**src/hdl/ifp_pkg.sv**
```systemverilog
// ----------------------------------------------------------------------------
// ifp_pkg
// Shared types and constants of the IMU angle frame parser: the input and
// result beat layouts, frame geometry and register indexes.
// ----------------------------------------------------------------------------
package ifp_pkg;

  // frame geometry
  localparam int unsigned FrameLen = 11;
  localparam int unsigned HdrLen   = 2;
  localparam int unsigned DataLen  = 8;
  localparam int unsigned CountW   = 4;
  localparam int unsigned DataIdxW = $clog2(DataLen);

  // configuration port
  localparam int unsigned CfgIdxW  = 8;
  localparam int unsigned CfgDataW = 8;
  localparam logic [CfgIdxW-1:0] CfgIdxSync = CfgIdxW'(0);
  localparam logic [CfgIdxW-1:0] CfgIdxType = CfgIdxW'(1);

  // register reset values
  localparam logic [7:0] SyncByteRst = 8'h55;
  localparam logic [7:0] TypeByteRst = 8'h53;

  // one received serial byte and its result-pending flag
  typedef struct packed {
    logic [7:0] rx_byte;
    logic       result_pending;
  } in_beat_t;

  // one decoded angle frame
  typedef struct packed {
    logic signed [15:0] roll_code;
    logic signed [15:0] pitch_code;
    logic signed [15:0] yaw_code;
    logic        [15:0] extra_word;
  } out_beat_t;

endpackage

```
**src/hdl/ifp_in_stage.sv**
```systemverilog
// ----------------------------------------------------------------------------
// ifp_in_stage
// Input register: holds one accepted byte beat until the parser consumes it.
// ----------------------------------------------------------------------------
module ifp_in_stage (
  input  logic             clk_i,
  input  logic             rst_ni,
  input  logic             in_valid_i,
  output logic             in_ready_o,
  input  ifp_pkg::in_beat_t in_data_i,
  input  logic             adv_i,
  output logic             beat_valid_o,
  output ifp_pkg::in_beat_t beat_o
);
  import ifp_pkg::*;

  logic     valid_q, valid_d;
  in_beat_t data_q;
  logic     accept;

  // free when empty or when the held beat moves on this cycle
  assign in_ready_o = !valid_q || adv_i;
  assign accept     = in_valid_i && in_ready_o;

  always_comb begin
    valid_d = valid_q;
    if (accept) begin
      valid_d = 1'b1;
    end else if (adv_i) begin
      valid_d = 1'b0;
    end
  end

  always_ff @(posedge clk_i or negedge rst_ni) begin
    if (!rst_ni) begin
      valid_q <= 1'b0;
    end else begin
      valid_q <= valid_d;
    end
  end

  // payload register, no reset
  always_ff @(posedge clk_i) begin
    if (accept) begin
      data_q <= in_data_i;
    end
  end

  assign beat_valid_o = valid_q;
  assign beat_o       = data_q;

endmodule

```
**src/hdl/ifp_parser.sv**
```systemverilog
// ----------------------------------------------------------------------------
// ifp_parser
// Frame state machine: hunts sync and type, collects data and checksum, and
// judges the frame on the following byte. Also holds the header registers.
// ----------------------------------------------------------------------------
module ifp_parser (
  input  logic                           clk_i,
  input  logic                           rst_ni,
  input  logic                           cfg_valid_i,
  input  logic [ifp_pkg::CfgIdxW-1:0]    cfg_index_i,
  input  logic [ifp_pkg::CfgDataW-1:0]   cfg_data_i,
  input  logic                           beat_valid_i,
  input  ifp_pkg::in_beat_t              beat_i,
  input  logic                           out_free_i,
  output logic                           adv_o,
  output logic                           load_o,
  output ifp_pkg::out_beat_t             result_o
);
  import ifp_pkg::*;

  localparam logic [1:0] PhHunt  = 2'd0;
  localparam logic [1:0] PhType  = 2'd1;
  localparam logic [1:0] PhData  = 2'd2;
  localparam logic [1:0] PhJudge = 2'd3;

  logic [7:0]        sync_q, type_q;
  logic [1:0]        phase_q, phase_d;
  logic [CountW-1:0] count_q, count_d, count_inc;
  logic [7:0]        sum_q, sum_d;
  logic [7:0]        check_q, check_d;
  logic [7:0]        payload_q [DataLen];
  logic              pl_we;
  logic [DataIdxW-1:0] pl_idx;
  logic              emit;
  logic [7:0]        b;

  assign b         = beat_i.rx_byte;
  assign count_inc = count_q + CountW'(1);
  assign pl_idx    = DataIdxW'(count_q - CountW'(HdrLen));

  // header registers
  always_ff @(posedge clk_i or negedge rst_ni) begin
    if (!rst_ni) begin
      sync_q <= SyncByteRst;
      type_q <= TypeByteRst;
    end else if (cfg_valid_i) begin
      if (cfg_index_i == CfgIdxSync) begin
        sync_q <= cfg_data_i;
      end else if (cfg_index_i == CfgIdxType) begin
        type_q <= cfg_data_i;
      end
    end
  end

  // frame is good when the checksum matches and the consumer is free
  assign emit = (phase_q == PhJudge) && (check_q == sum_q) && !beat_i.result_pending;

  // hold the byte only when a result has nowhere to go
  assign adv_o  = beat_valid_i && (!emit || out_free_i);
  assign load_o = adv_o && emit;

  // next state of one byte step
  always_comb begin
    phase_d = PhHunt;
    count_d = '0;
    sum_d   = sum_q;
    check_d = check_q;
    pl_we   = 1'b0;
    case (phase_q)
      PhHunt: begin
        if (b == sync_q) begin
          phase_d = PhType;
          count_d = CountW'(1);
          sum_d   = b;
        end
      end
      PhType: begin
        if (b == type_q) begin
          phase_d = PhData;
          count_d = CountW'(HdrLen);
          sum_d   = sum_q + b;
        end
      end
      PhData: begin
        if (count_q < CountW'(FrameLen - 1)) begin
          pl_we = 1'b1;
          sum_d = sum_q + b;
        end else begin
          check_d = b;
        end
        count_d = count_inc;
        phase_d = (count_inc >= CountW'(FrameLen)) ? PhJudge : PhData;
      end
      default: begin
        // judging byte: always back to the hunt
        phase_d = PhHunt;
      end
    endcase
  end

  always_ff @(posedge clk_i or negedge rst_ni) begin
    if (!rst_ni) begin
      phase_q <= PhHunt;
      count_q <= '0;
      sum_q   <= '0;
      check_q <= '0;
    end else if (adv_o) begin
      phase_q <= phase_d;
      count_q <= count_d;
      sum_q   <= sum_d;
      check_q <= check_d;
    end
  end

  // data bytes, every one rewritten before a frame is judged
  always_ff @(posedge clk_i) begin
    if (adv_o && pl_we) begin
      payload_q[pl_idx] <= b;
    end
  end

  // little-endian words
  assign result_o.roll_code  = {payload_q[1], payload_q[0]};
  assign result_o.pitch_code = {payload_q[3], payload_q[2]};
  assign result_o.yaw_code   = {payload_q[5], payload_q[4]};
  assign result_o.extra_word = {payload_q[7], payload_q[6]};

endmodule

```
**src/hdl/ifp_out_stage.sv**
```systemverilog
// ----------------------------------------------------------------------------
// ifp_out_stage
// Result register: holds a decoded frame until the consumer takes the beat.
// ----------------------------------------------------------------------------
module ifp_out_stage (
  input  logic               clk_i,
  input  logic               rst_ni,
  input  logic               load_i,
  input  ifp_pkg::out_beat_t result_i,
  output logic               out_free_o,
  output logic               out_valid_o,
  input  logic               out_ready_i,
  output ifp_pkg::out_beat_t out_data_o
);
  import ifp_pkg::*;

  logic      valid_q, valid_d;
  out_beat_t data_q;

  assign out_free_o = !valid_q || out_ready_i;

  always_comb begin
    valid_d = valid_q;
    if (load_i) begin
      valid_d = 1'b1;
    end else if (out_ready_i) begin
      valid_d = 1'b0;
    end
  end

  always_ff @(posedge clk_i or negedge rst_ni) begin
    if (!rst_ni) begin
      valid_q <= 1'b0;
    end else begin
      valid_q <= valid_d;
    end
  end

  always_ff @(posedge clk_i) begin
    if (load_i) begin
      data_q <= result_i;
    end
  end

  assign out_valid_o = valid_q;
  assign out_data_o  = data_q;

endmodule

```
**src/hdl/imu_angle_frame_parser.sv**
```systemverilog
// ----------------------------------------------------------------------------
// imu_angle_frame_parser
// Byte-stream parser for 11-byte IMU angle frames with an 8-bit sum checksum.
// ----------------------------------------------------------------------------
// Takes one received byte per cycle and returns roll, pitch and yaw codes plus
// the fourth data word for each good frame (degrees = code * 180 / 32768). A
// byte goes through an input register and the parser step into the result
// register; throughput is one byte per cycle, and the input stalls only while
// a new result waits behind an untaken one in the result register. Sync and
// type bytes are written over the configuration port, which is always ready.
module imu_angle_frame_parser (
  input  logic                         clk_i,
  input  logic                         rst_ni,
  input  logic                         in_valid_i,
  output logic                         in_ready_o,
  input  ifp_pkg::in_beat_t            in_data_i,
  output logic                         out_valid_o,
  input  logic                         out_ready_i,
  output ifp_pkg::out_beat_t           out_data_o,
  input  logic                         cfg_valid_i,
  output logic                         cfg_ready_o,
  input  logic [ifp_pkg::CfgIdxW-1:0]  cfg_index_i,
  input  logic [ifp_pkg::CfgDataW-1:0] cfg_data_i
);
  import ifp_pkg::*;

  logic      beat_valid, adv, load, out_free;
  in_beat_t  beat;
  out_beat_t result;

  assign cfg_ready_o = 1'b1;

  // input register
  ifp_in_stage u_in (
    .clk_i       (clk_i),
    .rst_ni      (rst_ni),
    .in_valid_i  (in_valid_i),
    .in_ready_o  (in_ready_o),
    .in_data_i   (in_data_i),
    .adv_i       (adv),
    .beat_valid_o(beat_valid),
    .beat_o      (beat)
  );

  // frame state machine
  ifp_parser u_parser (
    .clk_i       (clk_i),
    .rst_ni      (rst_ni),
    .cfg_valid_i (cfg_valid_i),
    .cfg_index_i (cfg_index_i),
    .cfg_data_i  (cfg_data_i),
    .beat_valid_i(beat_valid),
    .beat_i      (beat),
    .out_free_i  (out_free),
    .adv_o       (adv),
    .load_o      (load),
    .result_o    (result)
  );

  // result register
  ifp_out_stage u_out (
    .clk_i      (clk_i),
    .rst_ni     (rst_ni),
    .load_i     (load),
    .result_i   (result),
    .out_free_o (out_free),
    .out_valid_o(out_valid_o),
    .out_ready_i(out_ready_i),
    .out_data_o (out_data_o)
  );

endmodule

```
**config.mk**
```make
export PLATFORM = sky130hd
export DESIGN_NAME = imu_angle_frame_parser
export DESIGN_NICKNAME = d
export VERILOG_FILES = /design/src/hdl/ifp_pkg.sv /design/src/hdl/ifp_in_stage.sv /design/src/hdl/ifp_parser.sv /design/src/hdl/ifp_out_stage.sv /design/src/hdl/imu_angle_frame_parser.sv
export SDC_FILE = /design/constraint.sdc
export NUM_CORES = 1
export LEC_CHECK = 0
export BUFFER_PORTS_ARGS = -buffer_cell sky130_fd_sc_hd__buf_2
export CAP_MARGIN = 20
export CORE_UTILIZATION = 57
export CTS_CLUSTER_SIZE = 25
export DETAILED_ROUTE_END_ITERATION = 10
export PLACE_DENSITY = 0.77
export SLEW_MARGIN = 10
export SYNTH_ARGS = -nofsm -noshare
export SYNTH_HDL_FRONTEND = slang
export SYNTH_SLANG_ARGS = --single-unit
```
**constraint.sdc**
```tcl
create_clock -name clk_i -period 9.65 [get_ports clk_i]
set_input_delay 1.4475 -clock clk_i [delete_from_list [all_inputs] [get_ports clk_i]]
set_output_delay 1.4475 -clock clk_i [all_outputs]
set_load 0.02 [all_outputs]
```
==> impl_metrics.ini, run 1 <==
[timing]
tightest_slew_ps = 1104
rsz0062_at_grt = false
clock_skew_ps = 13.90
hold_viol_final = 0
slew_violations = 0
period_share = 0.3837
max_freq_mhz = 270.1
min_period_ps = 3703
finalWorstSetupSlack_ps = 5947
tns_ps = 0
max_slew_margin = 0.2581
setup_violations = 0

[placed_design]
dp_hpwl_um = 7831
dp_worst_setup_slack_ps = 6014
port_buffers = 95
globalplace.congestion = 0.8159

[setup_path]
cp.arrival_ps = 2260
path_class = flip-flop to output port
crit_fanout = 6
start_kind = flip-flop
cp-end-kind = output port
cp.required_ps = 8200

[layout]
layout-drive-gt1-share = 0.3490
final_nets = 542
fill_cells = 758
insertedDiodeCount = 0
areaGrowthSynthToFinish_pct = 18.82

[outcome]
status = complete, no violations

[clock_network]
htree_levels = 4
hold_buffers = 0
cts_tree = done
cts.sinks = 177
cts_root_buffer = clkbuf_16
clk_pin_slew_ps = 70
cts_resized = 0
clockBufferDepth = 2
clk_latency_ps = 430
cts_buffers = 17
cts_setup_buffers = 0

[routing]
ant_nets = 0
wl_um = 12220
wire_per_inst_um = 18.71
drtIter0Drc = 271
vias_per_cell = 5.567
drc = 0
vias = 3635
firstDrtPassIters = 5

[yosys]
netlist_instances = 383
synth_warnings = 0
synth_area_leaders = edfxtp_1 (61%), dfrtp_1 (12%), mux2_2 (4.4%), dfstp_2 (3.1%), ha_1 (2.6%)
avgSynthCellArea_um2 = 17.48
synth-edff-count = 137
ys.flop_type = edfxtp_1
synthTopCellsByCount = edfxtp_1 (137), dfrtp_1 (32), mux2_2 (26), xnor2_1 (18), o21ai_0 (15)
ys_ff_latch = 177
synth_top_area_share = 0.6145
synthArstFlopShare = 0.2260
syn-num-nets = 428
yosysTopAreaCell = edfxtp_1
syn_area_mm2 = 0.006695
synth_cell_types = 51
synth_most_common_cell = edfxtp_1
ys_seq_area_frac = 0.7655

[run]
maxCapViolations = 0

[floorplan]
fp.dieW_um = 110.4
start_util = 0.5863
design.die.area_mm2 = 0.01218
die_y_um = 110.4
row_count = 39
pin_count = 97
core_mm2 = 0.01142

[pwr]
p_int_mw = 1.277
pwr-share-seq = 0.514
swShare = 0.2494
powerDensity_mw_per_mm2 = 213.8
comb_power_share = 0.088
switchingPower_mw = 0.4242
p_leak_nw = 3.052
power_frac_clock = 0.398
max-vdd-ir-drop_mv = 0.2167

[grt]
overflow = 0
grt_max_degree = 65
grt_pass1_vias = 3698
antenna_found_initial = 0
grt_pass1_wl_um = 18990
grt_use_total = 0.2209

[min_path]
hp-class = flip-flop to flip-flop
[worst paths after layout]
path	startpoint	to	slack (ps)	depth (start not counted)
max	u_parser.phase_q[1]	in_ready_o	5950	6
min	u_parser.payload_q[7][4]	out_data_o[12]	410	0
max reg2reg	u_parser.phase_q[0]	u_parser.payload_q[6][3]	6780	5
min reg2reg	u_parser.payload_q[7][4]	out_data_o[12]	410	0
max in group asynchronous	rst_ni	u_parser.sync_q[3]	7910	1
min in group asynchronous	rst_ni	u_parser.sum_q[1]	1150	1
[area by class of cell]
| type | instances | area, µm² | share of cell area |
|---|---|---|---|
| well taps | 143 | 178.9 | 0.02249 |
| clock buffers | 17 | 425.4 | 0.05348 |
| multi-input cells | 187 | 1500 | 0.1886 |
| repair buffers | 100 | 508.0 | 0.06386 |
| inverters | 14 | 52.55 | 0.006606 |
| clock inverters | 15 | 165.2 | 0.02076 |
| flip-flops and latches | 177 | 5125 | 0.6442 |
[worst max-delay path, stage by stage, from the launching register on]
cell     delay, ps
dfrtp_1        440
ha_1           300
nor3b_2        380
nand4_1        270
nor2_1         220
inv_1           60
buf_2          150
[logic make-up after synthesis]
| family | share of synthesized area |
|---|---|
| AO/OA/AOI/OAI | 0.04354 |
| multiplexers | 0.05270 |
| buffers and inverters | 0.01159 |
| AND/OR/NAND/NOR | 0.06036 |
| adder cells (fa/ha/maj) | 0.02915 |
| flip-flops | 0.7655 |
| other | 0.0005601 |
| XOR/XNOR | 0.03663 |
[flip-flops by register name, summed over array words and instances, names as in the netlist]
name and cells:
u_parser.sync_q 8, u_in.beat_valid_o 1, u_in.beat_o 9, u_parser.count_q 4, u_parser.sum_q 8, out_data_o 64, u_parser.phase_q 2, u_parser.type_q 8
u_parser.payload_q 64, u_parser.check_q 8, u_out.out_valid_o 1
[through the flow]
stage	hold WS, ps	utilization	cell area, µm²	std cells	power, mW
after floorplan	400.3	-	6695	383	0.9935
after global placement	401.6	0.6441	7355	619	1.030
after detailed placement	404.5	0.6441	7355	619	1.038
after CTS	415.9	0.6958	7945	651	1.709
after global routing	412.2	0.6967	7955	653	1.762
final	412.3	0.6967	7955	653	1.701
[power groups by stage]
stage	logic [mW]	registers [mW]	clock network [mW]
6_report	0.150	0.873	0.677
3_5_place_dp	0.149	0.890	0
5_1_grt	0.170	0.877	0.716
3_3_place_gp	0.142	0.888	0
2_1_floorplan	0.117	0.876	0
4_1_cts	0.150	0.874	0.686
[layer usage]
metal | part of all wire | up-vias | GRT usage
met5 | 0 | - | 0
met4 | 0.026 | 0 | 0.1024
met3 | 0.062 | 22 | 0.05879
met2 | 0.51 | 141 | 0.3594
met1 | 0.41 | 1798 | 0.2777
li1 | - | 1674 | -
[layout by cell type, fill, tap and decap left out, types with 4 or more instances in the layout]
| master | netlist | final |
|---|---|---|
| xor2_1 | 10 | 10 |
| buf_2 | 2 | 96 |
| inv_6 | 0 | 6 |
| clkbuf_16 | 0 | 17 |
| mux2i_1 | 6 | 6 |
| a21oi_1 | 5 | 5 |
| ha_1 | 14 | 14 |
| nand2b_1 | 4 | 4 |
| edfxtp_1 | 137 | 137 |
| dfrtp_1 | 32 | 32 |
| xnor2_1 | 18 | 18 |
| nand4_1 | 6 | 6 |
| dfstp_2 | 8 | 8 |
| inv_1 | 14 | 14 |
| nand2_1 | 14 | 14 |
| o21ai_0 | 15 | 15 |
| nor2_1 | 13 | 12 |
| nor2b_1 | 4 | 4 |
| mux2_2 | 26 | 26 |
| nor3_1 | 8 | 8 |
Power figures use the tool's default switching activity.
==> inputs of run 2 (changes only) <==
CORE_UTILIZATION = 56   (was 57)
PLACE_DENSITY = 0.75   (was 0.77)
clock period = 3.6 ns   (was 9.65 ns; I/O delays follow)
==> run 2 against run 1 <==
  * The run now ends with design-rule violations left
  * Total power grew to 2.6 times the previous value
  * Core utilization is 0.58 points lower
  * Worst setup slack worse by 5100 ps
  * Largest power group unchanged
  * Flip-flop and latch count stayed put
  * Hold slack worse by 160 ps
  * Routed wire length is 6.4% lower
  * Combinational power grew to 2.7 times the previous value
  * Die area is 1.7% higher
  * Critical path depth stayed put
  * Cell count is 0.31% higher
  * Clock power grew to 2.6 times the previous value
  * First-iteration DRC count is 0.37% lower
==> impl_metrics.ini, run 2 (same netlist as run 1, synthesis figures left out) <==
[outcome]
status = finished, violations left
violations = design-rule violations

[floorplan]
row_count = 39
core_mm2 = 0.01152
start_util = 0.5814
die_y_um = 111.3
pin_count = 97
design.die.area_mm2 = 0.01240
fp.dieW_um = 111.3

[clock_network]
cts_buffers = 17
hold_buffers = 0
cts_root_buffer = clkbuf_16
clockBufferDepth = 2
cts_resized = 0
htree_levels = 4
cts_setup_buffers = 0
clk_latency_ps = 430
cts_tree = done
clk_pin_slew_ps = 70
cts.sinks = 177

[layout]
final_nets = 544
layout_common_cells = edfxtp_1 (137), buf_2 (95), dfrtp_1 (32)
final_common_cell = edfxtp_1
layout-drive-gt1-share = 0.3496
fill_cells = 778
utilization = 0.6909
areaGrowthSynthToFinish_pct = 18.84
seq_area_mm2 = 0.005125
stdcell_count = 655
insertedDiodeCount = 0
multiInputGateArea_mm2 = 0.001500

[pwr]
swShare = 0.2399
power_frac_clock = 0.387
pwr-share-seq = 0.524
p_int_mw = 3.400
max-vdd-ir-drop_mv = 0.2892
comb_power_share = 0.090
switchingPower_mw = 1.073
powerDensity_mw_per_mm2 = 562.3
p_leak_nw = 3.056

[setup_path]
path_class = flip-flop to output port
start_kind = flip-flop
crit_fanout = 6
cp-end-kind = output port
cp.arrival_ps = 2260
cp.required_ps = 3060

[timing]
rsz0062_at_grt = false
tns_ps = 0
min_period_ps = 2801
period_share = 0.7782
max_freq_mhz = 357.0
clock_skew_ps = 14.38
tightest_slew_ps = 932.8
hold_viol_final = 0
slew_violations = 0
setup_violations = 0
max_slew_margin = 0.3781

[grt]
grt_pass1_wl_um = 18550
grt_max_degree = 48
overflow = 0
grt_pass1_vias = 3712
grt_use_total = 0.2018
antenna_found_initial = 0

[placed_design]
dp_cells = 623
globalplace.congestion = 0.8304
port_buffers = 95
dp_hpwl_um = 7578

[routing]
drtIter0Drc = 270
vias_per_cell = 5.356
ant_nets = 0
vias = 3508
drc = 22
wire_per_inst_um = 17.46
firstDrtPassIters = 9
wl_um = 11440

[min_path]
hp-class = input pin to async pin

[run]
maxCapViolations = 0
run 2: metrics by stage:
step	hold WS (ps)	power, mW	setup WS (ps)	cell area, µm²
3_3_place_gp	400.9	2.767	1126	7397
3_5_place_dp	404.5	2.785	1011	7397
4_1_cts	276.4	4.500	794.8	7956
5_1_grt	277.6	4.649	654.7	7956
6_report	256.8	4.474	798.6	7956
2_1_floorplan	244.4	2.663	335.3	6698
run 2: worst paths after layout:
kind,slack [ps],to,from,depth (start not counted)
max,800,in_ready_o,u_parser.phase_q[1],6
min,260,u_parser.sum_q[6],rst_ni,1
max reg2reg,1010,u_parser.sum_q[6],u_in.beat_o[1],9
min reg2reg,410,out_data_o[57],u_parser.payload_q[1][1],0
max in group asynchronous,2750,u_parser.check_q[0],rst_ni,1
min in group clk_i,300,u_in.beat_o[7],in_data_i[7],1
run 2: power by group through the flow:
| stage | registers (mW) | clock network (mW) | logic (mW) |
|---|---|---|---|
| finish | 2.34 | 1.73 | 0.400 |
| global placement | 2.38 | 0 | 0.385 |
| global route | 2.35 | 1.85 | 0.451 |
| CTS | 2.34 | 1.75 | 0.402 |
| floorplan | 2.35 | 0 | 0.315 |
| detailed placement | 2.39 | 0 | 0.400 |
run 2: worst max-delay path, stage by stage, from the launching register on:
cell     delay [ps]
dfrtp_1         430
ha_1            260
nor3b_2         360
nand4_1         260
nor2_1          300
inv_1            70
buf_2           160
run 2: cell type report:
type | count | share of cell area
sequential | 177 | 0.6441
multi-input combinational | 187 | 0.1886
timing repair buffer | 102 | 0.06794
clock buffer | 18 | 0.05394
tap | 143 | 0.02249
clock inverter | 14 | 0.01635
inverter | 14 | 0.006605
run 2: routing by layer:
metal	vias up	track usage	part of all wire
met5	-	0	0
met2	110	0.3317	0.50
li1	1671	-	-
met4	0	0.07568	0.017
met1	1709	0.2558	0.44
met3	18	0.05988	0.046
